**src/rtl/tgarle_pkg.sv**
```systemverilog
// ----------------------------------------------------------------------------
// TGA run-length decoder package
// Shared result type, status codes and header layout constants.
// ----------------------------------------------------------------------------
package tgarle_pkg;

   // Result status codes.
   localparam logic [2:0] ST_HDR_OK    = 3'd0;
   localparam logic [2:0] ST_PIXEL     = 3'd1;
   localparam logic [2:0] ST_DONE      = 3'd2;
   localparam logic [2:0] ST_BAD_TYPE  = 3'd3;
   localparam logic [2:0] ST_ZERO_SIZE = 3'd4;
   localparam logic [2:0] ST_BAD_DEPTH = 3'd5;
   localparam logic [2:0] ST_TRUNC     = 3'd6;

   // Header byte positions.
   localparam logic [4:0] HDR_IDENT_LEN = 5'd0;
   localparam logic [4:0] HDR_KIND      = 5'd2;
   localparam logic [4:0] HDR_WIDTH_LO  = 5'd12;
   localparam logic [4:0] HDR_WIDTH_HI  = 5'd13;
   localparam logic [4:0] HDR_HEIGHT_LO = 5'd14;
   localparam logic [4:0] HDR_HEIGHT_HI = 5'd15;
   localparam logic [4:0] HDR_DEPTH     = 5'd16;
   localparam logic [4:0] HDR_LAST      = 5'd17;

   // Image type codes.
   localparam logic [7:0] KIND_RAW_COLOR = 8'd2;
   localparam logic [7:0] KIND_RAW_GRAY  = 8'd3;
   localparam logic [7:0] KIND_RLE_COLOR = 8'd10;
   localparam logic [7:0] KIND_RLE_GRAY  = 8'd11;

   // One result as it sits in the output queue.
   typedef struct packed {
      logic [2:0]  status;
      logic [31:0] pixel_value;
      logic [7:0]  repeat_count;
      logic [15:0] image_width;
      logic [15:0] image_height;
      logic [2:0]  pixel_bytes;
      logic        last_of_input;
   } rsp_type;

   // Builds a result with the last flag cleared.
   function automatic rsp_type make_rsp(input logic [2:0]  status,
                                        input logic [31:0] pixel,
                                        input logic [7:0]  count,
                                        input logic [15:0] width,
                                        input logic [15:0] height,
                                        input logic [2:0]  depth);
      rsp_type r;
      r.status        = status;
      r.pixel_value   = pixel;
      r.repeat_count  = count;
      r.image_width   = width;
      r.image_height  = height;
      r.pixel_bytes   = depth;
      r.last_of_input = 1'b0;
      return r;
   endfunction

endpackage

```
**src/rtl/tga_rle_image_decoder_core.sv**
```systemverilog
// Results are registered into the output queue and driven on the rsp_ ports from its head.
// Throughput: one byte per cycle; a byte may yield two results, drained through a
// four-entry output queue that holds req_ready low while fewer than two slots are free.
// Reset (synchronous, active high) returns the parser to the header and empties the queue.
// ----------------------------------------------------------------------------
// TGA run-length decoder core
// Parses the TGA header, skips the ident field and decodes raw and run-length
// pixel packets into pixel/repeat-count results, one file byte per request.
// ----------------------------------------------------------------------------
module tga_rle_image_decoder_core
   import tgarle_pkg::*;
(
   input  logic        clock,
   input  logic        reset,
   input  logic        req_valid,
   output logic        req_ready,
   input  logic [7:0]  req_data_byte,
   input  logic        req_stream_end,
   output logic        rsp_valid,
   input  logic        rsp_ready,
   output logic [2:0]  rsp_status,
   output logic [31:0] rsp_pixel_value,
   output logic [7:0]  rsp_repeat_count,
   output logic [15:0] rsp_image_width,
   output logic [15:0] rsp_image_height,
   output logic [2:0]  rsp_pixel_bytes,
   output logic        rsp_last_of_input
);

   // Parser phases.
   localparam logic [2:0] PH_HEADER = 3'd0;
   localparam logic [2:0] PH_IDENT  = 3'd1;
   localparam logic [2:0] PH_PACKET = 3'd2;
   localparam logic [2:0] PH_PIXEL  = 3'd3;
   localparam logic [2:0] PH_DONE   = 3'd4;
   localparam logic [2:0] PH_SKIP   = 3'd5;

   logic [2:0]  phase_ff, phase_in;
   logic [4:0]  hdr_count_ff, hdr_count_in;
   logic [7:0]  ident_ff, ident_in;
   logic [7:0]  kind_ff, kind_in;
   logic [15:0] width_ff, width_in;
   logic [15:0] height_ff, height_in;
   logic [2:0]  bpp_ff, bpp_in;
   logic [31:0] pix_rem_ff, pix_rem_in;
   logic [7:0]  pkt_rem_ff, pkt_rem_in;
   logic        pkt_run_ff, pkt_run_in;
   logic [31:0] assembly_ff, assembly_in;
   logic [1:0]  byte_idx_ff, byte_idx_in;

   // Output queue.
   rsp_type     queue_ff [4];
   logic [1:0]  wr_ptr_ff, wr_ptr_in;
   logic [1:0]  rd_ptr_ff, rd_ptr_in;
   logic [2:0]  count_ff, count_in;

   logic        accept;
   logic        pop;
   logic        is_rle;
   logic        go_data;
   logic [4:0]  depth_code;
   logic [31:0] merged;
   logic [7:0]  run_cnt;
   logic [31:0] pix_after;
   logic [1:0]  n_res;
   rsp_type     res_a;
   rsp_type     res_b;

   assign accept    = req_valid && req_ready;
   assign pop       = rsp_valid && rsp_ready;
   assign req_ready = (count_ff <= 3'd2);
   assign is_rle    = (kind_ff == KIND_RLE_COLOR) || (kind_ff == KIND_RLE_GRAY);
   assign depth_code = req_data_byte[7:3];

   // Current pixel with the incoming byte placed at its lane.
   always_comb begin
      merged = assembly_ff;
      case (byte_idx_ff)
         2'd0:    merged[7:0]   = req_data_byte;
         2'd1:    merged[15:8]  = req_data_byte;
         2'd2:    merged[23:16] = req_data_byte;
         default: merged[31:24] = req_data_byte;
      endcase
   end

   // Repeat count of this pixel, clipped to the pixels left in the image.
   always_comb begin
      run_cnt = (is_rle && pkt_run_ff) ? pkt_rem_ff : 8'd1;
      if ({24'd0, run_cnt} > pix_rem_ff) begin
         run_cnt = pix_rem_ff[7:0];
      end
      pix_after = pix_rem_ff - {24'd0, run_cnt};
   end

   // Parser next state and the results of the accepted byte.
   always_comb begin
      phase_in     = phase_ff;
      hdr_count_in = hdr_count_ff;
      ident_in     = ident_ff;
      kind_in      = kind_ff;
      width_in     = width_ff;
      height_in    = height_ff;
      bpp_in       = bpp_ff;
      pix_rem_in   = pix_rem_ff;
      pkt_rem_in   = pkt_rem_ff;
      pkt_run_in   = pkt_run_ff;
      assembly_in  = assembly_ff;
      byte_idx_in  = byte_idx_ff;
      go_data      = 1'b0;
      n_res        = 2'd0;
      res_a        = '0;
      res_b        = '0;

      if (accept) begin
         unique case (phase_ff)
            PH_HEADER: begin
               case (hdr_count_ff)
                  HDR_IDENT_LEN: ident_in = req_data_byte;
                  HDR_KIND:      kind_in = req_data_byte;
                  HDR_WIDTH_LO:  width_in[7:0] = req_data_byte;
                  HDR_WIDTH_HI:  width_in[15:8] = req_data_byte;
                  HDR_HEIGHT_LO: height_in[7:0] = req_data_byte;
                  HDR_HEIGHT_HI: height_in[15:8] = req_data_byte;
                  HDR_DEPTH: begin
                     if (depth_code == 5'd1 || depth_code == 5'd3 || depth_code == 5'd4) begin
                        bpp_in = depth_code[2:0];
                     end else begin
                        bpp_in = 3'd0;
                     end
                  end
                  default: ;
               endcase
               if (hdr_count_ff < HDR_LAST) begin
                  hdr_count_in = hdr_count_ff + 5'd1;
               end else begin
                  hdr_count_in = 5'd0;
                  n_res        = 2'd1;
                  if (!(kind_ff == KIND_RAW_COLOR || kind_ff == KIND_RAW_GRAY || is_rle)) begin
                     res_a    = make_rsp(ST_BAD_TYPE, '0, '0, '0, '0, '0);
                     phase_in = PH_SKIP;
                  end else if (width_ff == 16'd0 || height_ff == 16'd0) begin
                     res_a    = make_rsp(ST_ZERO_SIZE, '0, '0, '0, '0, '0);
                     phase_in = PH_SKIP;
                  end else if (bpp_ff == 3'd0) begin
                     res_a    = make_rsp(ST_BAD_DEPTH, '0, '0, '0, '0, '0);
                     phase_in = PH_SKIP;
                  end else begin
                     res_a      = make_rsp(ST_HDR_OK, '0, '0, width_ff, height_ff, bpp_ff);
                     pix_rem_in = 32'(width_ff) * 32'(height_ff);
                     if (ident_ff != 8'd0) begin
                        phase_in = PH_IDENT;
                     end else begin
                        go_data = 1'b1;
                     end
                  end
               end
            end
            PH_IDENT: begin
               if (ident_ff > 8'd0) begin
                  ident_in = ident_ff - 8'd1;
               end
               if (ident_in == 8'd0) begin
                  go_data = 1'b1;
               end
            end
            PH_PACKET: begin
               pkt_run_in  = req_data_byte[7];
               pkt_rem_in  = req_data_byte[7] ? (req_data_byte - 8'd127)
                                              : (req_data_byte + 8'd1);
               assembly_in = '0;
               byte_idx_in = 2'd0;
               phase_in    = PH_PIXEL;
            end
            PH_PIXEL: begin
               if ({1'b0, byte_idx_ff} + 3'd1 < bpp_ff) begin
                  assembly_in = merged;
                  byte_idx_in = byte_idx_ff + 2'd1;
               end else begin
                  n_res       = 2'd1;
                  res_a       = make_rsp(ST_PIXEL, merged, run_cnt, '0, '0, '0);
                  pix_rem_in  = pix_after;
                  assembly_in = '0;
                  byte_idx_in = 2'd0;
                  if (pix_after == 32'd0) begin
                     n_res    = 2'd2;
                     res_b    = make_rsp(ST_DONE, '0, '0, '0, '0, '0);
                     phase_in = PH_DONE;
                  end else if (is_rle) begin
                     if (pkt_run_ff) begin
                        phase_in = PH_PACKET;
                     end else begin
                        if (pkt_rem_ff > 8'd0) begin
                           pkt_rem_in = pkt_rem_ff - 8'd1;
                        end
                        if (pkt_rem_in == 8'd0) begin
                           phase_in = PH_PACKET;
                        end
                     end
                  end
               end
            end
            default: ;
         endcase

         // Start of pixel data after the header or ident field.
         if (go_data) begin
            assembly_in = '0;
            byte_idx_in = 2'd0;
            pkt_run_in  = 1'b0;
            pkt_rem_in  = 8'd0;
            phase_in    = is_rle ? PH_PACKET : PH_PIXEL;
         end

         // End of stream: report truncation if data was still owed, then restart.
         if (req_stream_end) begin
            if (phase_in == PH_HEADER || phase_in == PH_IDENT ||
                phase_in == PH_PACKET || phase_in == PH_PIXEL) begin
               if (n_res == 2'd0) begin
                  res_a = make_rsp(ST_TRUNC, '0, '0, '0, '0, '0);
               end else begin
                  res_b = make_rsp(ST_TRUNC, '0, '0, '0, '0, '0);
               end
               n_res = n_res + 2'd1;
            end
            phase_in     = PH_HEADER;
            hdr_count_in = '0;
            ident_in     = '0;
            kind_in      = '0;
            width_in     = '0;
            height_in    = '0;
            bpp_in       = '0;
            pix_rem_in   = '0;
            pkt_rem_in   = '0;
            pkt_run_in   = 1'b0;
            assembly_in  = '0;
            byte_idx_in  = '0;
         end

         // Flag the final result of this request.
         if (n_res == 2'd1) begin
            res_a.last_of_input = 1'b1;
         end else if (n_res == 2'd2) begin
            res_b.last_of_input = 1'b1;
         end
      end
   end

   // Queue pointer bookkeeping.
   always_comb begin
      wr_ptr_in = wr_ptr_ff + n_res;
      rd_ptr_in = pop ? rd_ptr_ff + 2'd1 : rd_ptr_ff;
      count_in  = count_ff + {1'b0, n_res} - {2'b0, pop};
   end

   // Control registers.
   always_ff @(posedge clock) begin
      if (reset) begin
         phase_ff     <= PH_HEADER;
         hdr_count_ff <= '0;
         ident_ff     <= '0;
         kind_ff      <= '0;
         width_ff     <= '0;
         height_ff    <= '0;
         bpp_ff       <= '0;
         pix_rem_ff   <= '0;
         pkt_rem_ff   <= '0;
         pkt_run_ff   <= 1'b0;
         assembly_ff  <= '0;
         byte_idx_ff  <= '0;
         wr_ptr_ff    <= '0;
         rd_ptr_ff    <= '0;
         count_ff     <= '0;
      end else begin
         phase_ff     <= phase_in;
         hdr_count_ff <= hdr_count_in;
         ident_ff     <= ident_in;
         kind_ff      <= kind_in;
         width_ff     <= width_in;
         height_ff    <= height_in;
         bpp_ff       <= bpp_in;
         pix_rem_ff   <= pix_rem_in;
         pkt_rem_ff   <= pkt_rem_in;
         pkt_run_ff   <= pkt_run_in;
         assembly_ff  <= assembly_in;
         byte_idx_ff  <= byte_idx_in;
         wr_ptr_ff    <= wr_ptr_in;
         rd_ptr_ff    <= rd_ptr_in;
         count_ff     <= count_in;
      end
   end

   // Queue storage: up to two results written per cycle.
   always_ff @(posedge clock) begin
      if (n_res != 2'd0) begin
         queue_ff[wr_ptr_ff] <= res_a;
      end
      if (n_res == 2'd2) begin
         queue_ff[wr_ptr_ff + 2'd1] <= res_b;
      end
   end

   // Head of the queue drives the response channel.
   assign rsp_valid         = (count_ff != 3'd0);
   assign rsp_status        = queue_ff[rd_ptr_ff].status;
   assign rsp_pixel_value   = queue_ff[rd_ptr_ff].pixel_value;
   assign rsp_repeat_count  = queue_ff[rd_ptr_ff].repeat_count;
   assign rsp_image_width   = queue_ff[rd_ptr_ff].image_width;
   assign rsp_image_height  = queue_ff[rd_ptr_ff].image_height;
   assign rsp_pixel_bytes   = queue_ff[rd_ptr_ff].pixel_bytes;
   assign rsp_last_of_input = queue_ff[rd_ptr_ff].last_of_input;

endmodule

```
**config.mk**
```make
export PLATFORM = sky130hd
export DESIGN_NAME = tga_rle_image_decoder_core
export DESIGN_NICKNAME = d
export VERILOG_FILES = /design/src/rtl/tgarle_pkg.sv /design/src/rtl/tga_rle_image_decoder_core.sv
export SDC_FILE = /design/constraint.sdc
export NUM_CORES = 2
export LEC_CHECK = 0
export BUFFER_PORTS_ARGS = -buffer_cell sky130_fd_sc_hd__buf_2
export CORE_ASPECT_RATIO = 0.6
export CORE_MARGIN = 2
export CORE_UTILIZATION = 40
export DETAILED_ROUTE_END_ITERATION = 12
export GPL_ROUTABILITY_DRIVEN = 0
export PLACE_DENSITY_LB_ADDON = 0.2
export RECOVER_POWER = 50
export SLEW_MARGIN = 0
export SYNTH_ARGS = -nofsm -noshare
export SYNTH_HDL_FRONTEND = slang
export SYNTH_SLANG_ARGS = --single-unit
```
**constraint.sdc**
```tcl
create_clock -name clock -period 18.35 [get_ports clock]
set_clock_uncertainty 0.1 [all_clocks]
set_input_delay 0.9175 -clock clock [delete_from_list [all_inputs] [get_ports clock]]
set_output_delay 0.9175 -clock clock [all_outputs]
set_load 0.01 [all_outputs]
```
# --- Word-level counts from Yosys, hierarchy flattened ---
# Memory sizes are Yosys's and may differ from the RTL's. A register that Yosys moved wholly into a read port is not among the register bits.
# Index checks and enable logic that the tools add are counted.
op_classes:
  add_sub_neg: 14
  mul: 1
  n_lt_le_gt_ge: 6
  n_eq_ne: 34
  mux: 121
  reduce_logical: 50
ops:
  columns: ["cell", "count"]
  rows:
  - ["$mux 79", 12]
  - ["$mux 32", 9]
  - ["$mux 8", 32]
  - ["$mux 78", 3]
  - ["$pmux 79 s2", 1]
  - ["$pmux 32 s2", 2]
  - ["$mux 77", 1]
  - ["$mux 16", 4]
  - ["$mux 3", 17]
  - ["$gt 8x32->1", 1]
  - ["$logic_not 16->1", 2]
  - ["$logic_not 32->1", 1]
  - ["$mul 16x16->32", 1]
  - ["$pmux 8 s2", 2]
  - ["$sub 32x8->32", 1]
  - ["$mux 2", 12]
  - ["$reduce_and 3->1", 7]
  - ["$eq 5x4->1 const B", 4]
  - ["$mux 1", 19]
  - ["$eq 8x2->1 const B", 2]
  - ["$eq 8x4->1 const B", 2]
  - ["$gt 8x1->1 const B", 2]
  - ["$logic_not 8->1", 2]
  - ["$ne 4x4->1 const B", 4]
  - ["39 further kinds", 83]
totals:
  regBits: 141
  ram_bits: 316
  input_bits: 13
  out_inout_bits: 81
  word_cells: 244
  memories: 1
mem_list:
  columns: ["name", "depth", "word_bits", "read_ports", "rd_ports_with_merged_regs", "write_ports", "line", "rtl"]
  rows:
  - ["queue_ff", 4, 79, 1, 1, 2, "tga_rle_image_decoder_core.sv:52", "rsp_type queue_ff [4];"]

# --- Longest topological paths before layout ---
logic_depth:
  ltp_word: 32
  mapped_depth: 35

# --- Least setup slack after synthesis ---
# OpenSTA, ideal clock, no wires.
synth_path:
  path_type: "register -> register"
  startpoint: "register kind_ff[2]"
  endpoint: "register count_ff[2]"
  arrival_ns: 7.958
  slack_ns: 10.165
  path_stages_with_launch: 33
  path_buffers: 1
  synth_period_minus_slack_ns: 8.185
  path_cell_list: "dfxtp_1 or4b_2 nor2_1 and3_1 and2_1 ha_1 nand4_1 nor2_1 or4_1 or4_1 a21oi_1 nor2b_1 a21oi_1 ha_1 inv_1 fa_1 a211o_1 a2111o_1 a21oi_1 nand3_1 xnor2_1 or4_4 or3_4 buf_6 ha_1 nand2_1 a21oi_1 inv_1 ha_1 fa_1 xnor2_1 xnor2_1 nor2_1"
synth_between:
  elab_chain_cells: 23
  elab_cells_between_ends: 44
  classes_between: "4 x add/sub; 1 x order compare; 7 x eq/ne; 23 x mux; 9 x reduce/logical"
synth_rtl:
  columns: ["element", "line", "rtl"]
  rows:
  - ["start: declaration", "tga_rle_image_decoder_core.sv:41", "logic [7:0] kind_ff, kind_in;"]
  - ["start signal: assignment", "tga_rle_image_decoder_core.sv:277", "kind_ff <= kind_in;"]
  - ["$eq 8x4->1", "tga_rle_image_decoder_core.sv:72", "assign is_rle = (kind_ff == KIND_RLE_COLOR) || (kind_ff == KIND_RLE_GRAY);"]
  - ["$logic_or 1x1->1", "tga_rle_image_decoder_core.sv:72", null]
  - ["$logic_and 1x1->1", "tga_rle_image_decoder_core.sv:88", "run_cnt = (is_rle && pkt_run_ff) ? pkt_rem_ff : 8'd1;"]
  - ["$mux 8", "tga_rle_image_decoder_core.sv:88", null]
  - ["$gt 8x32->1", "tga_rle_image_decoder_core.sv:89", "if ({24'd0, run_cnt} > pix_rem_ff) begin"]
  - ["$mux 8", "tga_rle_image_decoder_core.sv:89", null]
  - ["$sub 32x8->32", "tga_rle_image_decoder_core.sv:92", "pix_after = pix_rem_ff - {24'd0, run_cnt};"]
  - ["$logic_not 32->1", "tga_rle_image_decoder_core.sv:184", "if (pix_after == 32'd0) begin"]
  - ["(+5 left out)", null, null]
  - ["$eq 3x1->1 / $logic_not 3->1 (equally long branches)", "tga_rle_image_decoder_core.sv:216", "if (phase_in == PH_HEADER || phase_in == PH_IDENT ||"]
  - ["$logic_or 1x1->1 (2 in a row)", "tga_rle_image_decoder_core.sv:216", null]
  - ["$logic_or 1x1->1", "tga_rle_image_decoder_core.sv:217", "phase_in == PH_PACKET || phase_in == PH_PIXEL) begin"]
  - ["$mux 2", "tga_rle_image_decoder_core.sv:216", null]
  - ["$mux 2 *", "tga_rle_image_decoder_core.sv:215", "if (req_stream_end) begin"]
  - ["$mux 2 * (2 in a row)", "tga_rle_image_decoder_core.sv:114", "if (accept) begin"]
  - ["$add 3x2->3 *", "tga_rle_image_decoder_core.sv:252", "count_in = count_ff + {1'b0, n_res} - {2'b0, pop};"]
  - ["$sub 3x1->3 *", "tga_rle_image_decoder_core.sv:252", null]
  - ["end signal: assignment", "tga_rle_image_decoder_core.sv:288", "count_ff <= count_in;"]
  - ["end: declaration", "tga_rle_image_decoder_core.sv:55", "logic [2:0] count_ff, count_in;"]
# Mark *: on every way between the ends. The rest lies on a longest branch, timed or not. The select of a mux whose other input is x is not followed.
# A chain may end at the register's enable or synchronous reset.

==> run summary <==
status: complete, but fails checks
failing checks: capacitance limit, slew limit
Synthesized Nets: 3324
Period minus WS final: 11.59 ns
Max-Cap Viols: 7
R2R cell count: 25
I/O pin cnt: 94
vias in the first global route: 23113
drt wl/cell: 22.3 um
PwrDens: 74.0 mW/mm^2
flop-to-flop setup slack: 6.76 ns
Final HPWL DP: 61.7 mm
Worst setup EP type: flip-flop
core area: 0.0717 sq mm
CTS max path bufs: 3
EDFF count, synth: 12
Nets: 3297
Yosys reg bits: 458
pin count of the biggest net entering global routing: 100
Die Y: 213 um
Mapped Area: 0.0290 sq mm
Multi-input gate area: 0.0178 sq mm
Yosys cell types: 81
Post-CTS Hold Buffers: 0
Tcrit/Tclk final: 63.2%
Final setup viols: 0
Die Footprint: 0.0747 sq mm
# Post-CTS Setup Buffers: 0
Primary FF master, synth: dfxtp_1
most common cell after layout, fill and taps aside: dfxtp_1
Max Slew Vio Count: 311
worst-case hold slack: 0.358 ns
clk root buf: clkbuf_16
Syn-to-layout area delta: 8.84%
Min-Delay Startpoint: queue_ff[1][66]
initial antenna violation count: 1
Worst Hold Path EP: queue_ff[1][66]
row cnt: 76
Worst VDD drop: 70.0 uV
relative slew slack: -216%
FF-to-FF Start: kind_ff[2]
Initial Util: 40.4%
clk sinks: 458
Antenna Nets Post-Route: 0
Sequential cell area: 0.00929 sq mm
RSZ-0062 raised after global routing: no
CP startpoint kind: flip-flop
CTS buffer count: 43
Die W: 352 um
total number of vias: 23116
TritonCTS clock tree: built
DRT iter0 DRCs: 2162
worst slew pin tran: 4.74 ns
wire length of the first global-routing pass: 139 mm
Hold Fails Final Rpt: 0
post-synthesis sequential area ratio: 32.0%
global route overflow: 0
Worst-path clk slew: 0.07 ns
Mean Syn Cell Area: 9.75 sq um
port bufs: 93
post-synthesis async set-or-reset flop share: 0%
# DRC: 0
total track usage: 23.9%
post_cts resized: 0
Setup TNS: 0 ns
Clock Latency Late Sink: 0.57 ns
Via density: 5.84
CP max stage cell: clkbuf_1
synthesized instance count: 2975
H-Tree Depth: 2
final wirelength: 88.4 mm
Worst Path Arrival: 11.82 ns
commonest non-fill, non-tap cells in the layout: dfxtp_1, o2bb2ai_1, nand2_1
fillcell total: 6839
CP required: 18.58 ns
fmax: 0.0863 GHz
leakage: 12.0 nW
crit-path max cell delay: 1.86 ns
FF-to-FF End: queue_ff[2][40]
critical path class: reg -> reg
worst hold path stage count: 1
DRT Pass-1 Iters: 5
fraction of layout cells with a size suffix above 1: 8.08%
class of the worst hold path: reg -> reg
total number of yosys warnings: 0
crit path max fanout: 40
metal layers:
layer	global-route usage, %	up-vias	routed length [um]
li1	-	10395	-
met1	37.7	11564	43600
met2	32.9	1035	35000
met3	5.35	122	8200
met4	4.86	0	1610
met5	0	-	0
registers in the layout (all words and copies together) (netlist names), named ones only:
signal and flops:
queue_ff 316, assembly_ff 32, pix_rem_ff 32, height_ff 16, width_ff 16, ident_ff 8
pkt_rem_ff 8, kind_ff 7, hdr_count_ff 5, bpp_ff 3, count_ff 3, phase_ff 3
byte_idx_ff 2, rd_ptr_ff 2, wr_ptr_ff 2, pkt_run_ff 1
logic make-up after synthesis:
group | count (synthesis) | synth area share (%)
muxes | 161 | 8.97
adders and majority gates | 336 | 19.6
AOI/OAI and AO/OA | 662 | 17.4
xor gates and xnor gates | 61 | 1.89
and+or+nand+nor | 807 | 13.4
DFF | 458 | 32.0
buffers and inverters | 490 | 6.72
cell type report:
class / instances / share of cell area (%)
antenna: 2 / 0.0159
clock buffer: 60 / 4.06
clock inverter: 18 / 0.781
inverter: 273 / 3.25
multi-input combinational: 2027 / 56.3
sequential: 458 / 29.4
tap: 975 / 3.87
timing repair buffer: 145 / 2.31
worst max-delay path by stage:
stage / to / from
3_5_place_dp: queue_ff[3][0] / kind_ff[2]
4_1_cts: queue_ff[3][77] / kind_ff[2]
6_report: queue_ff[2][40] / kind_ff[2]
3_3_place_gp: queue_ff[3][0] / kind_ff[2]
5_1_grt: queue_ff[2][66] / kind_ff[2]
2_1_floorplan: count_ff[2] / kind_ff[2]
worst max-delay path: cells and delay by family, from the launching register on:
| family | cells | cell delay [ns] |
|---|---|---|
| AND/OR/NAND/NOR | 14 | 4.88 |
| flip-flops | 1 | 0.31 |
| buffers and inverters | 1 | 1.86 |
| adder cells (fa/ha/maj) | 3 | 1.06 |
| AO/OA/AOI/OAI | 6 | 2.50 |
| multiplexers | 1 | 0.56 |
synth_stat cells, types with 7 or more instances:
cell / n / area (sq um)
a2111oi_0: 8 / 70.1
a211oi_1: 8 / 60.1
a21boi_0: 11 / 82.6
a21o_1: 21 / 158
a21oi_1: 79 / 395
a22oi_1: 54 / 405
a31oi_1: 13 / 81.3
and2_1: 106 / 663
and3_1: 12 / 75.1
buf_1: 25 / 93.8
buf_2: 34 / 170
buf_6: 7 / 78.8
clkbuf_1: 147 / 552
dfxtp_1: 446 / 8930
edfxtp_1: 12 / 360
fa_1: 196 / 3920
ha_1: 140 / 1750
inv_1: 273 / 1020
mux2i_1: 82 / 821
mux4_2: 79 / 1780
nand2_1: 283 / 1060
nand2b_1: 15 / 93.8
nand3_1: 27 / 135
nand4_1: 17 / 106
nor2_1: 201 / 754
nor2b_1: 21 / 131
nor3_1: 35 / 175
nor3b_1: 7 / 52.6
nor4_1: 25 / 156
o21a_1: 12 / 90.1
o21ai_0: 73 / 365
o21ai_1: 7 / 35.0
o22ai_1: 10 / 62.6
o2bb2ai_1: 304 / 2660
o31ai_1: 7 / 52.6
or2_2: 10 / 62.6
or3_1: 18 / 113
or4_1: 8 / 60.1
xnor2_1: 33 / 289
xor2_1: 27 / 236
through the flow:
step	instance area (sq um)	util, %	power [mW]	setup slack, ns	cells
floorplan	29000	-	1.28	10.16	2975
global placement	30200	42.1	1.38	8.60	3878
detailed placement	30200	42.1	1.38	8.32	3878
CTS	31700	44.2	2.35	8.30	3956
global route	31600	44.0	2.42	6.32	3956
finish	31600	44.0	2.33	6.76	3958
where the power goes:
| part | total, mW | internal [mW] | switching [mW] |
|---|---|---|---|
| registers | 1.05 | 1.01 | 0.0420 |
| logic | 0.306 | 0.107 | 0.199 |
| clock network | 0.974 | 0.563 | 0.411 |
| total | 2.33 | 1.68 | 0.653 |
Power figures use the tool's default switching activity.
